**config.mk**
```make
export PLATFORM = sky130hd
export DESIGN_NAME = lru_page_table
export DESIGN_NICKNAME = d
export VERILOG_FILES = /design/src/rtl/core/lpt_pkg.sv /design/src/rtl/core/lpt_cell.sv /design/src/rtl/core/lru_page_table.sv
export VERILOG_INCLUDE_DIRS = /design/src /design/src/rtl/core
export SDC_FILE = /design/constraint.sdc
export NUM_CORES = 1
export LEC_CHECK = 0
export ABC_CLOCK_PERIOD_IN_PS = 4030
export BUFFER_PORTS_ARGS = -buffer_cell sky130_fd_sc_hd__clkbuf_2
export CAP_MARGIN = 20
export CORE_MARGIN = 2
export CORE_UTILIZATION = 54
export DETAILED_ROUTE_END_ITERATION = 6
export GPL_TIMING_DRIVEN = 0
export PLACE_DENSITY = 0.76
export SYNTH_ARGS = -nofsm -noshare
export SYNTH_HDL_FRONTEND = slang
export SYNTH_SLANG_ARGS = --single-unit
```
**constraint.sdc**
```tcl
create_clock -name clk -period 4.03 [get_ports clk]
set_input_delay 0 -clock clk [delete_from_list [all_inputs] [get_ports clk]]
set_output_delay 0 -clock clk [all_outputs]
set_load 0.05 [all_outputs]
```
**src/rtl/core/lru_page_table_defines.svh**
```systemverilog
// Assertion macros used by the page table top level.
`ifndef LRU_PAGE_TABLE_DEFINES_SVH
`define LRU_PAGE_TABLE_DEFINES_SVH

`ifndef SYNTH
// Plain property, checked on every clock edge outside reset.
`define LPT_ASSERT(lbl, prop, msg) \
    lbl: assert property (@(posedge clk) disable iff (!rst_n) (prop)) else $error(msg);
// Same-cycle implication, checked on every clock edge outside reset.
`define LPT_ASSERT_IMP(lbl, ante, cons, msg) \
    lbl: assert property (@(posedge clk) disable iff (!rst_n) (ante) |-> (cons)) \
        else $error(msg);
`else
`define LPT_ASSERT(lbl, prop, msg)
`define LPT_ASSERT_IMP(lbl, ante, cons, msg)
`endif

`endif

```
**src/rtl/core/lpt_pkg.sv**
```systemverilog
// Shared constants and link types of the LRU page table.
package lpt_pkg;

    localparam int DEF_ENTRIES   = 4;
    localparam int DEF_PAGE_BITS = 20;
    // Widest slot index or rank the table is built for (up to 64 entries).
    localparam int MAX_IDX_BITS  = 6;
    localparam int LIM_BITS      = MAX_IDX_BITS + 1;

    // Priority chain handed from each cell to the next.
    typedef struct packed {
        logic                    found;
        logic [MAX_IDX_BITS-1:0] hit_slot;
        logic [MAX_IDX_BITS-1:0] hit_rank;
        logic                    free_seen;
        logic [MAX_IDX_BITS-1:0] free_slot;
        logic                    victim_seen;
        logic [MAX_IDX_BITS-1:0] victim_slot;
    } lpt_link_t;

    // Update broadcast to every cell when a reference is taken.
    typedef struct packed {
        logic                    fire;
        logic                    write_tag;
        logic [MAX_IDX_BITS-1:0] slot;
        logic [LIM_BITS-1:0]     age_limit;
    } lpt_upd_t;

endpackage

```
**src/rtl/core/lpt_cell.sv**
```systemverilog
// One table entry: tag, valid bit and recency rank, with its link in the priority chain.
module lpt_cell #(
    parameter int ENTRIES   = lpt_pkg::DEF_ENTRIES,
    parameter int PAGE_BITS = lpt_pkg::DEF_PAGE_BITS,
    parameter int IDX       = 0
) (
    input  logic                  clk,
    input  logic                  rst_n,
    input  logic [PAGE_BITS-1:0]  page,
    input  lpt_pkg::lpt_link_t    link_in,
    output lpt_pkg::lpt_link_t    link_out,
    input  logic [PAGE_BITS-1:0]  tag_in,
    output logic [PAGE_BITS-1:0]  tag_out,
    input  lpt_pkg::lpt_upd_t     upd
);
    import lpt_pkg::*;

    localparam int RANK_BITS = $clog2(ENTRIES);

    logic [PAGE_BITS-1:0] tag_reg;
    logic                 valid_reg;
    logic [RANK_BITS-1:0] rank_reg;

    logic match;
    logic is_victim;
    logic sel;
    logic age;

    assign match     = valid_reg && (tag_reg == page);
    assign is_victim = valid_reg && (rank_reg == RANK_BITS'(ENTRIES - 1));
    assign sel       = (upd.slot == MAX_IDX_BITS'(IDX));
    assign age       = valid_reg && (LIM_BITS'(rank_reg) < upd.age_limit);

    // Lowest-indexed cell wins each search, so a cell only claims what is still open.
    always_comb
    begin
        link_out = link_in;
        tag_out  = tag_in;
        if (match && !link_in.found)
        begin
            link_out.found    = 1'b1;
            link_out.hit_slot = MAX_IDX_BITS'(IDX);
            link_out.hit_rank = MAX_IDX_BITS'(rank_reg);
        end
        if (!valid_reg && !link_in.free_seen)
        begin
            link_out.free_seen = 1'b1;
            link_out.free_slot = MAX_IDX_BITS'(IDX);
        end
        if (is_victim && !link_in.victim_seen)
        begin
            link_out.victim_seen = 1'b1;
            link_out.victim_slot = MAX_IDX_BITS'(IDX);
            tag_out              = tag_reg;
        end
    end

    always_ff @(posedge clk or negedge rst_n)
    begin
        if (!rst_n)
        begin
            valid_reg <= 1'b0;
            rank_reg  <= '0;
        end
        else if (upd.fire)
        begin
            if (sel)
            begin
                valid_reg <= 1'b1;
                rank_reg  <= '0;
            end
            else if (age)
            begin
                rank_reg <= rank_reg + 1'b1;
            end
        end
    end

    always_ff @(posedge clk)
    begin
        if (upd.fire && upd.write_tag && sel)
        begin
            tag_reg <= page;
        end
    end

endmodule

```
**src/rtl/core/lru_page_table.sv**
```systemverilog
// Top level of the fully associative page table with true LRU replacement.
//
//  Channel | Handshake           | Payload
//  --------+---------------------+-------------------------------------------
//  input   | in_valid, in_ready  | page_number
//  output  | out_valid, out_ready| hit, slot, evicted, evicted_page
//
// Each reference is resolved and the recency ranks updated in the cycle it is
// transferred; its result appears in the output register on the next cycle.
// A new reference may follow every cycle while no result waits on out_ready; the
// limit is the combinational priority chain that ripples through all ENTRIES cells.
// Reset empties the table; tags are not cleared and need no clearing pass.
// While a result waits on out_ready, in_ready is low and the table holds.
`include "lru_page_table_defines.svh"

module lru_page_table #(
    parameter int ENTRIES   = lpt_pkg::DEF_ENTRIES,
    parameter int PAGE_BITS = lpt_pkg::DEF_PAGE_BITS
) (
    input  logic                       clk,
    input  logic                       rst_n,
    input  logic                       in_valid,
    output logic                       in_ready,
    input  logic [PAGE_BITS-1:0]       page_number,
    output logic                       out_valid,
    input  logic                       out_ready,
    output logic                       hit,
    output logic [$clog2(ENTRIES)-1:0] slot,
    output logic                       evicted,
    output logic [PAGE_BITS-1:0]       evicted_page
);
    import lpt_pkg::*;

    localparam int SLOT_BITS = $clog2(ENTRIES);

    lpt_link_t            link [0:ENTRIES];
    logic [PAGE_BITS-1:0] tag_chain [0:ENTRIES];
    lpt_upd_t             upd;
    lpt_link_t            res;
    logic                 in_fire;
    logic                 miss_full;
    logic [MAX_IDX_BITS-1:0] sel_slot;

    logic                 out_valid_reg;
    logic                 hit_reg;
    logic [SLOT_BITS-1:0] slot_reg;
    logic                 evicted_reg;
    logic [PAGE_BITS-1:0] evicted_page_reg;

    assign link[0]      = '0;
    assign tag_chain[0] = '0;

    for (genvar i = 0; i < ENTRIES; i++)
    begin : g_cell
        lpt_cell #(
            .ENTRIES   (ENTRIES),
            .PAGE_BITS (PAGE_BITS),
            .IDX       (i)
        ) u_cell (
            .clk      (clk),
            .rst_n    (rst_n),
            .page     (page_number),
            .link_in  (link[i]),
            .link_out (link[i+1]),
            .tag_in   (tag_chain[i]),
            .tag_out  (tag_chain[i+1]),
            .upd      (upd)
        );
    end

    assign res       = link[ENTRIES];
    assign in_ready  = !out_valid_reg || out_ready;
    assign in_fire   = in_valid && in_ready;
    assign miss_full = !res.found && !res.free_seen;

    always_comb
    begin
        if (res.found)
        begin
            sel_slot = res.hit_slot;
        end
        else if (res.free_seen)
        begin
            sel_slot = res.free_slot;
        end
        else
        begin
            sel_slot = res.victim_slot;
        end
    end

    // A hit ages only the entries younger than it; a fill ages all, an eviction all but the victim.
    always_comb
    begin
        upd.fire      = in_fire;
        upd.write_tag = !res.found;
        upd.slot      = sel_slot;
        if (res.found)
        begin
            upd.age_limit = {1'b0, res.hit_rank};
        end
        else if (res.free_seen)
        begin
            upd.age_limit = LIM_BITS'(ENTRIES);
        end
        else
        begin
            upd.age_limit = LIM_BITS'(ENTRIES - 1);
        end
    end

    always_ff @(posedge clk or negedge rst_n)
    begin
        if (!rst_n)
        begin
            out_valid_reg <= 1'b0;
        end
        else if (in_ready)
        begin
            out_valid_reg <= in_valid;
        end
    end

    always_ff @(posedge clk)
    begin
        if (in_fire)
        begin
            hit_reg          <= res.found;
            slot_reg         <= SLOT_BITS'(sel_slot);
            evicted_reg      <= miss_full;
            evicted_page_reg <= miss_full ? tag_chain[ENTRIES] : '0;
        end
    end

    assign out_valid    = out_valid_reg;
    assign hit          = hit_reg;
    assign slot         = slot_reg;
    assign evicted      = evicted_reg;
    assign evicted_page = evicted_page_reg;

    `LPT_ASSERT_IMP(a_full_has_victim, in_fire && miss_full, res.victim_seen, "no oldest entry")
    `LPT_ASSERT_IMP(a_hit_not_evict, out_valid_reg, !(hit_reg && evicted_reg), "hit with eviction")
    `LPT_ASSERT_IMP(a_page_zero, out_valid_reg && !evicted_reg, evicted_page_reg == '0, "page set")
    `LPT_ASSERT_IMP(a_hold_stalled, out_valid_reg && !out_ready, !in_ready, "taken while stalled")

endmodule
```
# Word-level counts from Yosys, hierarchy flattened
# Index checks and enable logic that the tools add are counted.
# W data, S select, Z words.
word_totals:
  reg_bits: 117
  in_bits: 24
  output_inout_bits: 26
  elab_cells: 121
op_classes:
  n_addsub: 4
  order_cmp: 4
  n_eq_ne: 11
  muxes: 28
  n_reduce_logical: 57
ops:
  columns: ["op", "n"]
  rows:
  - ["$eq A20 B20 Y1", 4]
  - ["$mux W20", 4]
  - ["$mux W13", 4]
  - ["$mux W7", 7]
  - ["$logic_and A1 B1 Y1", 28]
  - ["$lt A2 B6 Y1", 4]
  - ["$mux W6", 4]
  - ["$mux W2", 8]
  - ["$reduce_and A2 Y1", 8]
  - ["$logic_not A1 Y1", 15]
  - ["$eq A6 B2 Y1 const B", 2]
  - ["$add A2 B1 Y2 const B", 4]
  - ["$eq A2 B2 Y1 const B", 4]
  - ["$reduce_bool A2 Y1", 4]
  - ["$eq A6 B1 Y1 const B", 1]
  - ["$logic_not A6 Y1", 1]
  - ["$mux W3", 1]
  - ["$logic_or A1 B1 Y1", 1]

# Logic depth before layout (Yosys ltp)
# Gate-level depths: netlist of run 1.
logic_depth:
  ltp_word: 17
  ltp_mapped: 13

# Hierarchy
# Synthesis of run 1 repeated with hierarchy kept, for this count alone.
hier_totals:
  hier_cells: 566
  area_unflattened_um2: 6990.5
by_module_without_submodules:
  columns: ["module", "n_inst", "cells_each", "area_per_inst_um2", "seq_area_each_um2"]
  rows:
  - ["lpt_cell (g_cell[3].u_cell)", 1, 123, 1471.4, 675.6]
  - ["lpt_cell (g_cell[1].u_cell)", 1, 120, 1467.7, 675.6]
  - ["lpt_cell (g_cell[2].u_cell)", 1, 123, 1466.4, 675.6]
  - ["lpt_cell (g_cell[0].u_cell)", 1, 120, 1462.7, 675.6]
  - ["lru_page_table", 1, 80, 1122.3, 745.7]

# Worst setup path after synthesis of run 1
# No wires, ideal clock.
synth_path:
  kind: "reg-to-reg"
  from: "register g_cell[3].u_cell.tag_reg[14]"
  to: "register g_cell[2].u_cell.tag_reg[0], enable pin"
  setup_ns: 0.448
  arrival_ns: 3.594
  t_required_ns: 3.582
  path_slack_ns: -0.013
  path_stages_with_launch: 9
  path_buffers: 2
  period_less_slack_ns: 4.043
  cell_sequence: "edfxtp_1 xor2_1 nor4_1 nand4_1 or2_1 buf_6 a31o_1 buf_2 nor4_1"
synth_between:
  elab_chain_len: 7
  word_cells_on_any_way: 9
synth_lines:
  columns: ["element", "line", "source"]
  rows:
  - ["start: declaration", "lpt_cell.sv:20", "logic [PAGE_BITS-1:0] tag_reg;"]
  - ["start signal: assignment", "lpt_cell.sv:83", "tag_reg <= page;"]
  - ["$eq A20 B20 Y1 *", "lpt_cell.sv:29", "assign match = valid_reg && (tag_reg == page);"]
  - ["$logic_and A1 B1 Y1 *", "lpt_cell.sv:29", null]
  - ["$logic_and A1 B1 Y1 *", "lpt_cell.sv:39", "if (match && !link_in.found)"]
  - ["$mux W13 *", "lpt_cell.sv:39", null]
  - ["$mux W6 / $logic_not A1 Y1 (equally long branches)", "lru_page_table.sv:78, lru_page_table.sv:96", null]
  - ["$eq A6 B2 Y1 / $logic_and A1 B1 Y1 (equally long branches)", "lpt_cell.sv:31, lpt_cell.sv:81", null]
  - ["$logic_and A1 B1 Y1 *", "lpt_cell.sv:81", "if (upd.fire && upd.write_tag && sel)"]
  - ["end signal: assignment", "lpt_cell.sv:83", null]
  - ["end: declaration", "lpt_cell.sv:20", null]
# Mark *: on every way between the ends. The rest lies on a longest branch, timed or not.
# A chain may end at the register's enable or synchronous reset.

# Worst setup path in the final report of run 1
layout_path:
  from: "register g_cell[2].u_cell.tag_reg[19]"
  to: "register g_cell[3].u_cell.tag_reg[18], enable pin"
layout_between:
  elab_chain_len: 10
  word_cells_on_any_way: 12
layout_lines:
  columns: ["element", "line"]
  rows:
  - ["$eq A20 B20 Y1 *", "lpt_cell.sv:29"]
  - ["$logic_and A1 B1 Y1 *", "lpt_cell.sv:29"]
  - ["$logic_and A1 B1 Y1 *", "lpt_cell.sv:39"]
  - ["$mux W13 *", "lpt_cell.sv:39"]
  - ["$logic_not A1 Y1", "lpt_cell.sv:39"]
  - ["$logic_and A1 B1 Y1", "lpt_cell.sv:39"]
  - ["$mux W13 *", "lpt_cell.sv:39"]
  - ["$mux W6 / $logic_not A1 Y1 (equally long branches)", "lru_page_table.sv:78, lru_page_table.sv:96"]
  - ["$eq A6 B2 Y1 / $logic_and A1 B1 Y1 (equally long branches)", "lpt_cell.sv:31, lpt_cell.sv:81"]
  - ["$logic_and A1 B1 Y1 *", "lpt_cell.sv:81"]
# Marked as above.

==> flow_summary.yaml, run 1 <==
cells_and_area:
  largest_register_ffs: 80
  final_util_pct: 67.9
  drive_above_1_share_pct: 20.8
  regArea_um2: 3450
  fill_cells: 737
  finalInstanceArea_um2: 6910
  layoutNonFillerInstCount: 664
  finalNetCount: 547
  area_delta_synth_final_pct: 23.8
  multi_input_area_um2: 2030
  antenna_cells: 0
global_routing:
  grt-ovfl-total: 0
  grt_pass1_wl_mm: 21.5
  grt_max_degree: 20
  grt_usage_pct: 26.0
  antenna_found_initial: 0
  first_global_vias: 4026
sta:
  hold_viol: 0
  tightest_slew_ps: 906
  rsz0062_at_grt: "no"
  setup_viol: 0
  fin_skew_ps: 9.09
  period_minus_slack_ps: 3670
  fmax_ghz: 0.273
  slew_headroom_pct: 39.1
  min_period_over_period_pct: 91.0
  finalMaxSlewViolations: 0
clock_tree:
  ctsResizeCount: 0
  clock_latency_ps: 530
  cts_setup_buffers: 0
  cts_buffers: 17
  tritoncts: "done"
  cts.clk_slew.worst_paths_ps: 60
  clock_path_buffers: 2
  cts_root_buffer: "clkbuf_8"
  cts_sinks: 117
  ctsHtreeMaxLevel: 4
detailed_routing:
  remaining_drc_errors: 0
  drtAntennaViolNets: 0
  detail_route.first_pass.iterations: 7
  post_drt_wl_per_cell_um: 20.7
  num_vias: 3908
  vias_per_cell: 5.89
  drtIter0Drc: 411
  routed_wl_mm: 13.7
place:
  place_inst: 608
  dp_hpwl_mm: 9.47
  placed_area_um2: 6110
  port_buffers: 49
  place_congestion: 0.966
die:
  ioPinCount: 50
  start_util_pct: 54.8
  die_area_um2: 11200
  die_w_um: 106
  die_y_um: 106
  num_rows: 37
  core_area_um2: 10200
logic_synthesis:
  synth_nets: 450
  yosysWarnings: 0
  synth_edf_count: 104
  syn_avg_cell_area_um2: 13.4
  synth_cell_types: 47
  syn_inst: 418
  ys_ff_latch: 117
  syn_area_um2: 5580
  async_flop_share_pct: 11.1
  yosysSeqAreaShare_pct: 61.8
  synthFlopType: "edfxtp_1"
power_and_ir_drop:
  peakVddDrop_uv: 396
  p_leak_nw: 2.59
  powerDensity_nw_per_um2: 761
hold_path:
  min_path_type: "in2reg"
  holdPathStages: 5
setup_path:
  worstSetupEndpoint: "g_cell[3].u_cell.tag_reg[18]"
  reg2reg_depth: 10
  cp_max_fo: 12
  r2r_slack_ps: 360
  critPathLaunch: "g_cell[2].u_cell.tag_reg[19]"
  arrival_ps: 3900
  path_delay_family: "simple AND/OR/NAND/NOR gates"
  worst-path-stages: 10
  path_cells: "xnor2_1 > nand4_1 > nor4_1 > nand2_1 > a31o_1 > buf_2 > nor2_1 > nand2_1 > nor2_2 > buf_8"
  cp-start-kind: "register"
  cp_slowest_cell: "nor2_2"
  r2r_end: "g_cell[3].u_cell.tag_reg[18]"
  worst-path-buf-inv: 2
  path_common_cell: "nand2_1"
  cp-end-kind: "register"
  crit_type: "reg2reg"
  required_ps: 4260
  critPathMaxStageDelay_ps: 620
  worstReg2RegStart: "g_cell[2].u_cell.tag_reg[19]"
outcome:
  status: "finished, final reports clean"
run:
  maxCapViolCount: 0
[per-stage QoR]
stage | TNS [ps] | total power, mW | hold slack (ps) | worst slack, ps
2_1_floorplan | 0 | 3.21 | -296 | 512
3_3_place_gp | -27830 | 3.70 | -92.7 | -765
3_5_place_dp | 0 | 3.82 | -83.0 | 390
4_1_cts | 0 | 5.27 | 237 | 372
5_1_grt | 0 | 5.51 | 270 | 173
6_report | 0 | 5.26 | 243 | 364
[worst min-delay path by stage]
stage / slack (ps) / start / end
final: 240 / out_ready / g_cell[2].u_cell.rank_reg[1]
after global routing: 270 / out_ready / g_cell[2].u_cell.rank_reg[1]
after CTS: 240 / out_ready / g_cell[2].u_cell.rank_reg[1]
after detailed placement: -80 / rst_n / out_valid
after global placement: -90 / rst_n / out_valid
after floorplan: -300 / rst_n / g_cell[0].u_cell.rank_reg[0]
[per-layer routing]
| metal | track usage, % | up-vias | part of all wire [%] |
|---|---|---|---|
| li1 | - | 1808 | - |
| met1 | 31.7 | 1902 | 40 |
| met2 | 42.9 | 172 | 51 |
| met3 | 8.23 | 26 | 7.3 |
| met4 | 10.5 | 0 | 2.5 |
| met5 | 0 | - | 0 |
[kinds of logic after synthesis]
kind of cell	count (synthesis)	share of synthesized area, %
flip-flops	117	61.8
AND/OR/NAND/NOR	97	9.14
AO/OA/AOI/OAI	81	11.3
XOR/XNOR	77	12.1
buffers and inverters	29	2.22
multiplexers	9	1.70
adder cells (fa/ha/maj)	8	1.79
[repair_timing]
action,4_1_cts,5_1_grt
endpoints found under the setup margin,0,0
hold buffers,24,0
endpoints found under the hold margin,94,0
[area by class of cell]
| cell class | instances | area share (%) |
|---|---|---|
| Clock buffer | 17 | 5.99 |
| Multi-Input combinational cell | 272 | 29.4 |
| Sequential cell | 117 | 49.9 |
| Tap cell | 136 | 2.46 |
| Timing Repair Buffer | 78 | 8.29 |
| Clock inverter | 15 | 2.14 |
| Inverter | 11 | 0.598 |
| Buffer | 18 | 1.20 |
[synthesized netlist by cell type, drive strengths merged, types with 2 or more instances]
master  count  area [µm²]
a21o        4        30.0
a21oi      24         120
a222oi     21         210
and2        2        12.5
and3        2        12.5
buf         6        36.3
clkbuf     12        46.3
dfrtp      13         325
edfxtp    104        3120
ha          8         100
inv        11        41.3
mux2i       8        80.1
nand2      35         134
nand2b      7        43.8
nand3       4        20.0
nand4       9        56.3
nor2       10        37.5
nor3        4        20.0
nor4       14         100
o21ai      11        55.1
o22a        4        35.0
o22ai       2        12.5
o31ai       3        22.5
o32ai       4        65.1
or2         4        27.5
or3         2        12.5
or3b        2        17.5
xnor2      20         175
xor2       57         499
[tightest hold or removal path, cell delays in order]
cell      delay (ps)
clkbuf_2          70
nand2b_1         170
nand2_2          260
o31ai_1          100
mux2i_1          120
[power breakdown]
part	switching, mW	internal (mW)	total [mW]
sequential	0.196	1.74	1.94
clock	0.588	0.832	1.42
combinational	1.23	0.667	1.90
total	2.02	3.24	5.26
[cells in the final DEF, fill, tap and decap left out, types with 3 or more instances in the layout]
cell / count
edfxtp_1: 104
xor2_1: 57
clkbuf_2: 50
nand2_1: 34
a21oi_1: 24
dlygate4sd3_1: 24
a222oi_1: 21
xnor2_1: 20
clkbuf_16: 16
dfrtp_1: 13
nor4_1: 11
clkbuf_1: 11
o21ai_0: 11
inv_1: 10
nand4_1: 9
mux2i_1: 8
ha_1: 8
nand2b_1: 7
nor2_1: 7
buf_2: 5
nor3_1: 4
nand3_1: 4
a21o_1: 4
o22a_1: 4
o32ai_2: 4
clkinvlp_4: 4
inv_6: 4
buf_8: 4
nor2_2: 3
o31ai_1: 3
clkinv_4: 3
(Power assumes the default switching activity.)
==> run 2, diff against run 1 <==
--- a/config.mk
+++ b/config.mk
@@ -10,10 +10,11 @@
 export BUFFER_PORTS_ARGS = -buffer_cell sky130_fd_sc_hd__clkbuf_2
 export CAP_MARGIN = 20
 export CORE_MARGIN = 2
-export CORE_UTILIZATION = 54
+export CORE_UTILIZATION = 55
 export DETAILED_ROUTE_END_ITERATION = 6
 export GPL_TIMING_DRIVEN = 0
-export PLACE_DENSITY = 0.76
+export PLACE_DENSITY = 0.77
 export SYNTH_ARGS = -nofsm -noshare
 export SYNTH_HDL_FRONTEND = slang
+export SYNTH_HIERARCHICAL = 1
 export SYNTH_SLANG_ARGS = --single-unit
==> flow_summary.yaml, run 2 <==
outcome:
  violations: "negative setup slack"
  status: "complete, but fails checks"
setup_path:
  crit_type: "reg2reg"
  worst-path-buf-inv: 6
  path_common_cell: "o31ai_4"
  arrival_ps: 4250
  path_cells: "xnor2_2 > nand3_1 > or4_4 > buf_4 > o31ai_4 > inv_2 > o31ai_4 > inv_2 > o31ai_4 > buf_6 > buf_8 > nand2_1 > o21ai_2 > or4b_4 > nor3_4 > buf_6 > and3_4"
  cp_max_fo: 10
  required_ps: 4140
  cp-end-kind: "register"
  cp_slowest_cell: "or4_4"
  cp-start-kind: "register"
  path_delay_family: "simple AND/OR/NAND/NOR gates"
  critPathMaxStageDelay_ps: 590
detailed_routing:
  drtAntennaViolNets: 0
  num_vias: 5205
  drtIter0Drc: 429
  routed_wl_mm: 19.3
  detail_route.first_pass.iterations: 4
  remaining_drc_errors: 0
  vias_per_cell: 5.61
  post_drt_wl_per_cell_um: 20.8
global_routing:
  antenna_found_initial: 0
  grt_usage_pct: 28.7
  grt_pass1_wl_mm: 28.2
  grt-ovfl-total: 0
  grt_max_degree: 43
  first_global_vias: 5388
sta:
  setup_viol: 37
  slew_headroom_pct: 45.4
  worst_hold_slack_ps: 14.4
  hold_viol: 0
  period_minus_slack_ps: 4140
  rsz0062_at_grt: "yes"
  fin_skew_ps: 10.0
  fin_setup_tns_ps: -2890
  finalWorstSetupSlack_ps: -108
  finalMaxSlewViolations: 0
  tightest_slew_ps: 819
  fmax_ghz: 0.242
  min_period_over_period_pct: 103
place:
  dp_hpwl_mm: 11.3
  placed_area_um2: 7690
  place_congestion: 0.855
  port_buffers: 49
cells_and_area:
  drive_above_1_share_pct: 33.9
  final_common_cell: "edfxtp_1"
  finalNetCount: 776
  finalInstanceArea_um2: 9090
  mostFrequentLayoutCells: "edfxtp_1, mux2_2, nor2b_1"
  area_delta_synth_final_pct: 30.2
  fill_cells: 849
  largest_register_ffs: 80
  final_util_pct: 72.6
  antenna_cells: 0
run:
  maxCapViolCount: 0
die:
  core_area_um2: 12500
  die_area_um2: 13600
  die_w_um: 117
  ioPinCount: 50
  num_rows: 41
  die_y_um: 117
  start_util_pct: 55.8
power_and_ir_drop:
  powerDensity_nw_per_um2: 439
  peakVddDrop_uv: 340
  finalPower_mw: 3.99
  p_leak_nw: 3.59
logic_synthesis:
  syn_avg_cell_area_um2: 12.4
  syn_area_um2: 6980
  yosysWarnings: 6
  syn_inst: 565
clock_tree:
  tritoncts: "done"
  clock_path_buffers: 2
  cts_root_buffer: "clkbuf_16"
  cts_buffers: 17
  clock_latency_ps: 420
  cts.clk_slew.worst_paths_ps: 60
  cts_sinks: 117
  ctsHtreeMaxLevel: 4
hold_path:
  min_path_type: "in2async"
run 2: changes by cell type in the layout (fill, tap and decap cells not counted), moves of 22 or more:
cell     change
mux2_2      +83
nor2b_1     +56
conb_1      +54
and2_1      +41
xor2_1      -27
xnor2_1     +24
nand2_1     -22
run 2: timing repair:
action,CTS,global route
pin swaps,14,17
gates resized for setup,33,34
hold buffers,23,0
setup buffers,16,11
gates cloned,6,1
setup endpoints to repair,89,88
endpoints found under the hold margin,94,0
run 2: worst reg2reg max path: stages (launching register included):
cell and delay (ps):
edfxtp_1 430, xnor2_2 190, nand3_1 120, or4_4 590, buf_4 170, o31ai_4 320, inv_2 80, o31ai_4 100
inv_2 90, o31ai_4 80, buf_6 150, buf_8 120, nand2_1 90, o21ai_2 110, or4b_4 500, nor3_4 250
buf_6 150, and3_4 280
run 2: worst paths after layout:
kind | startpoint | to | slack [ps] | cells after the start
min in group clk | out_ready | out_valid | 450 | 4
max | g_cell[1].u_cell/tag_reg[18] | g_cell[2].u_cell/tag_reg[18] | -110 | 17
min | rst_n | g_cell[3].u_cell/rank_reg[0] | 10 | 2
max in group asynchronous | rst_n | g_cell[3].u_cell/rank_reg[1] | 3760 | 2
min reg2reg | g_cell[2].u_cell/rank_reg[0] | g_cell[2].u_cell/rank_reg[0] | 540 | 1
max reg2reg | g_cell[1].u_cell/tag_reg[18] | g_cell[2].u_cell/tag_reg[18] | -110 | 17
run 2: power by group:
group | switching (mW) | internal, mW | leakage, nW
clock network | 0.521 | 0.949 | 0.276
logic | 0.507 | 0.473 | 2.19
registers | 0.135 | 1.41 | 1.11
run 2: per-stage QoR:
stage	cells	worst slack [ps]
detailed placement	839	-762
global placement	839	-672
floorplan	618	81.8
finish	927	-108
CTS	914	1.51
global route	927	-172
run 2: final cells by class:
| type | instances | area, µm² | area share, % |
|---|---|---|---|
| Buffer | 17 | 129 | 1.42 |
| Clock buffer | 17 | 425 | 4.68 |
| Clock inverter | 13 | 141 | 1.56 |
| Inverter | 11 | 41.3 | 0.454 |
| Multi-Input combinational cell | 480 | 3940 | 43.3 |
| Sequential cell | 117 | 3450 | 37.9 |
| Tap cell | 172 | 215 | 2.37 |
| Timing Repair Buffer | 100 | 749 | 8.25 |
run 2: metal layers:
| metal | up-vias | global-route usage [%] | wire [µm] |
|---|---|---|---|
| met2 | 248 | 47.5 | 9600 |
| met5 | - | 0 | 0 |
| met3 | 65 | 8.04 | 1520 |
| li1 | 2364 | - | - |
| met1 | 2528 | 34.1 | 7270 |
| met4 | 0 | 15.5 | 930 |
==> run 3, diff against run 2 <==
--- a/config.mk
+++ b/config.mk
@@ -14,6 +14,7 @@
 export DETAILED_ROUTE_END_ITERATION = 6
 export GPL_TIMING_DRIVEN = 0
 export PLACE_DENSITY = 0.77
+export REMOVE_ABC_BUFFERS = 1
 export SYNTH_ARGS = -nofsm -noshare
 export SYNTH_HDL_FRONTEND = slang
 export SYNTH_HIERARCHICAL = 1
==> flow_summary.yaml, run 3 (synthesized netlist as in run 2, its figures left out) <==
outcome:
  status: "complete, but fails checks"
  violations: "negative setup slack"
cells_and_area:
  multi_input_area_um2: 3940
  antenna_cells: 0
  finalNetCount: 760
  final_util_pct: 72.4
  mostFrequentLayoutCells: "edfxtp_1, mux2_2, nor2b_1"
  final_common_cell: "edfxtp_1"
  finalInstanceArea_um2: 9060
  drive_above_1_share_pct: 33.4
  area_delta_synth_final_pct: 29.7
  regArea_um2: 3450
  largest_register_ffs: 80
  fill_cells: 836
sta:
  fin_setup_tns_ps: -1040
  hold_viol: 0
  setup_viol: 25
  period_minus_slack_ps: 4110
  tightest_slew_ps: 672
  rsz0062_at_grt: "yes"
  slew_headroom_pct: 55.0
  fmax_ghz: 0.244
  finalMaxSlewViolations: 0
  fin_skew_ps: 6.43
  finalWorstSetupSlack_ps: -76.7
  min_period_over_period_pct: 102
global_routing:
  grt_max_degree: 43
  antenna_found_initial: 0
  grt_pass1_wl_mm: 26.3
  first_global_vias: 4970
  grt_usage_pct: 26.6
  grt-ovfl-total: 0
clock_tree:
  cts_sinks: 117
  clock_path_buffers: 2
  cts.clk_slew.worst_paths_ps: 50
  clock_latency_ps: 420
  cts_buffers: 17
  ctsHtreeMaxLevel: 4
  cts_root_buffer: "clkbuf_16"
  tritoncts: "done"
die:
  die_w_um: 117
  ioPinCount: 50
  core_area_um2: 12500
  start_util_pct: 55.8
  die_area_um2: 13600
  num_rows: 41
  die_y_um: 117
setup_path:
  arrival_ps: 4410
  path_common_cell: "mux2_2"
  cp_max_fo: 6
  r2r_slack_ps: -80
  required_ps: 4340
  path_cells: "xnor2_1 > nand4_1 > or4_4 > nor4_4 > mux2_2 > mux2_2 > mux2_2 > a21o_1 > nand2b_1 > a21oi_2 > o311ai_4 > nor2_1 > a32o_1"
  worst-path-buf-inv: 0
  cp-end-kind: "register"
  cp-start-kind: "register"
  path_delay_family: "simple AND/OR/NAND/NOR gates"
  critPathMaxStageDelay_ps: 630
  cp_slowest_cell: "nor4_4"
  crit_type: "reg2reg"
detailed_routing:
  remaining_drc_errors: 0
  drtAntennaViolNets: 0
  num_vias: 5054
  routed_wl_mm: 18.1
  detail_route.first_pass.iterations: 5
  vias_per_cell: 5.54
  drtIter0Drc: 364
  post_drt_wl_per_cell_um: 19.9
power_and_ir_drop:
  powerDensity_nw_per_um2: 447
  peakVddDrop_uv: 502
  p_leak_nw: 3.56
  finalPower_mw: 4.05
hold_path:
  min_path_type: "in2async"
run:
  maxCapViolCount: 0
place:
  placed_area_um2: 7670
  port_buffers: 49
  dp_hpwl_mm: 10.2
  place_congestion: 0.896
==> run 3: cell count changes in the layout (fill, tap and decap cells not counted), moves of 3 or more <==
cell      delta
buf_16       +3
buf_6       -12
clkbuf_1     -5
inv_1        +3
inv_2        -3
==> run 3: final cells by class <==
cell class | count | share of cell area (%)
inverter | 11 | 0.456
sequential | 117 | 38.1
clock buffer | 20 | 4.82
tap | 172 | 2.38
clock inverter | 11 | 1.74
timing repair buffer | 102 | 9.06
multi-input combinational | 479 | 43.5
==> run 3: through the flow <==
stage               setup slack (ps)  cells  hold slack, ps
global route                    -206    912            57.8
detailed placement             -1580    828           -84.2
CTS                             26.0    907            4.65
finish                         -76.7    912            19.4
floorplan                       -766    601            -296
global placement               -2290    822           -97.5
==> run 3: path summary, 6_finish.rpt <==
check / from / end / cells after the start
max in group asynchronous: rst_n / g_cell[0].u_cell/rank_reg[0] / 2
hold / removal: rst_n / g_cell[2].u_cell/rank_reg[0] / 2
setup / recovery: g_cell[1].u_cell/tag_reg[14] / g_cell[1].u_cell/rank_reg[1] / 13
hold reg to reg: g_cell[1].u_cell/rank_reg[0] / g_cell[1].u_cell/rank_reg[0] / 1
setup reg to reg: g_cell[1].u_cell/tag_reg[14] / g_cell[1].u_cell/rank_reg[1] / 13
min in group clk: out_ready / evicted_page[10] / 3
==> run 3: layer usage <==
layer  part of all wire [%]  track usage, %
met2                     49            43.2
met3                    6.9            6.75
met1                     41            33.7
met4                    3.4            12.4
met5                      0               0
==> run 3: power by group <==
part           switching (mW)  leakage (nW)  total, mW  internal [mW]
clock network           0.526         0.295       1.55           1.02
registers               0.123          1.11       1.53           1.41
logic                   0.497          2.15      0.972          0.475
total                    1.15          3.56       4.05           2.91
==> run 3: what timing repair did <==
action,in CTS,in global routing
cloned,6,0
hold buffers,23,0
buffers inserted,19,4
hold endpoints to repair,94,0
pin swaps,14,25
resized for setup,24,36
setup endpoints to repair,90,89
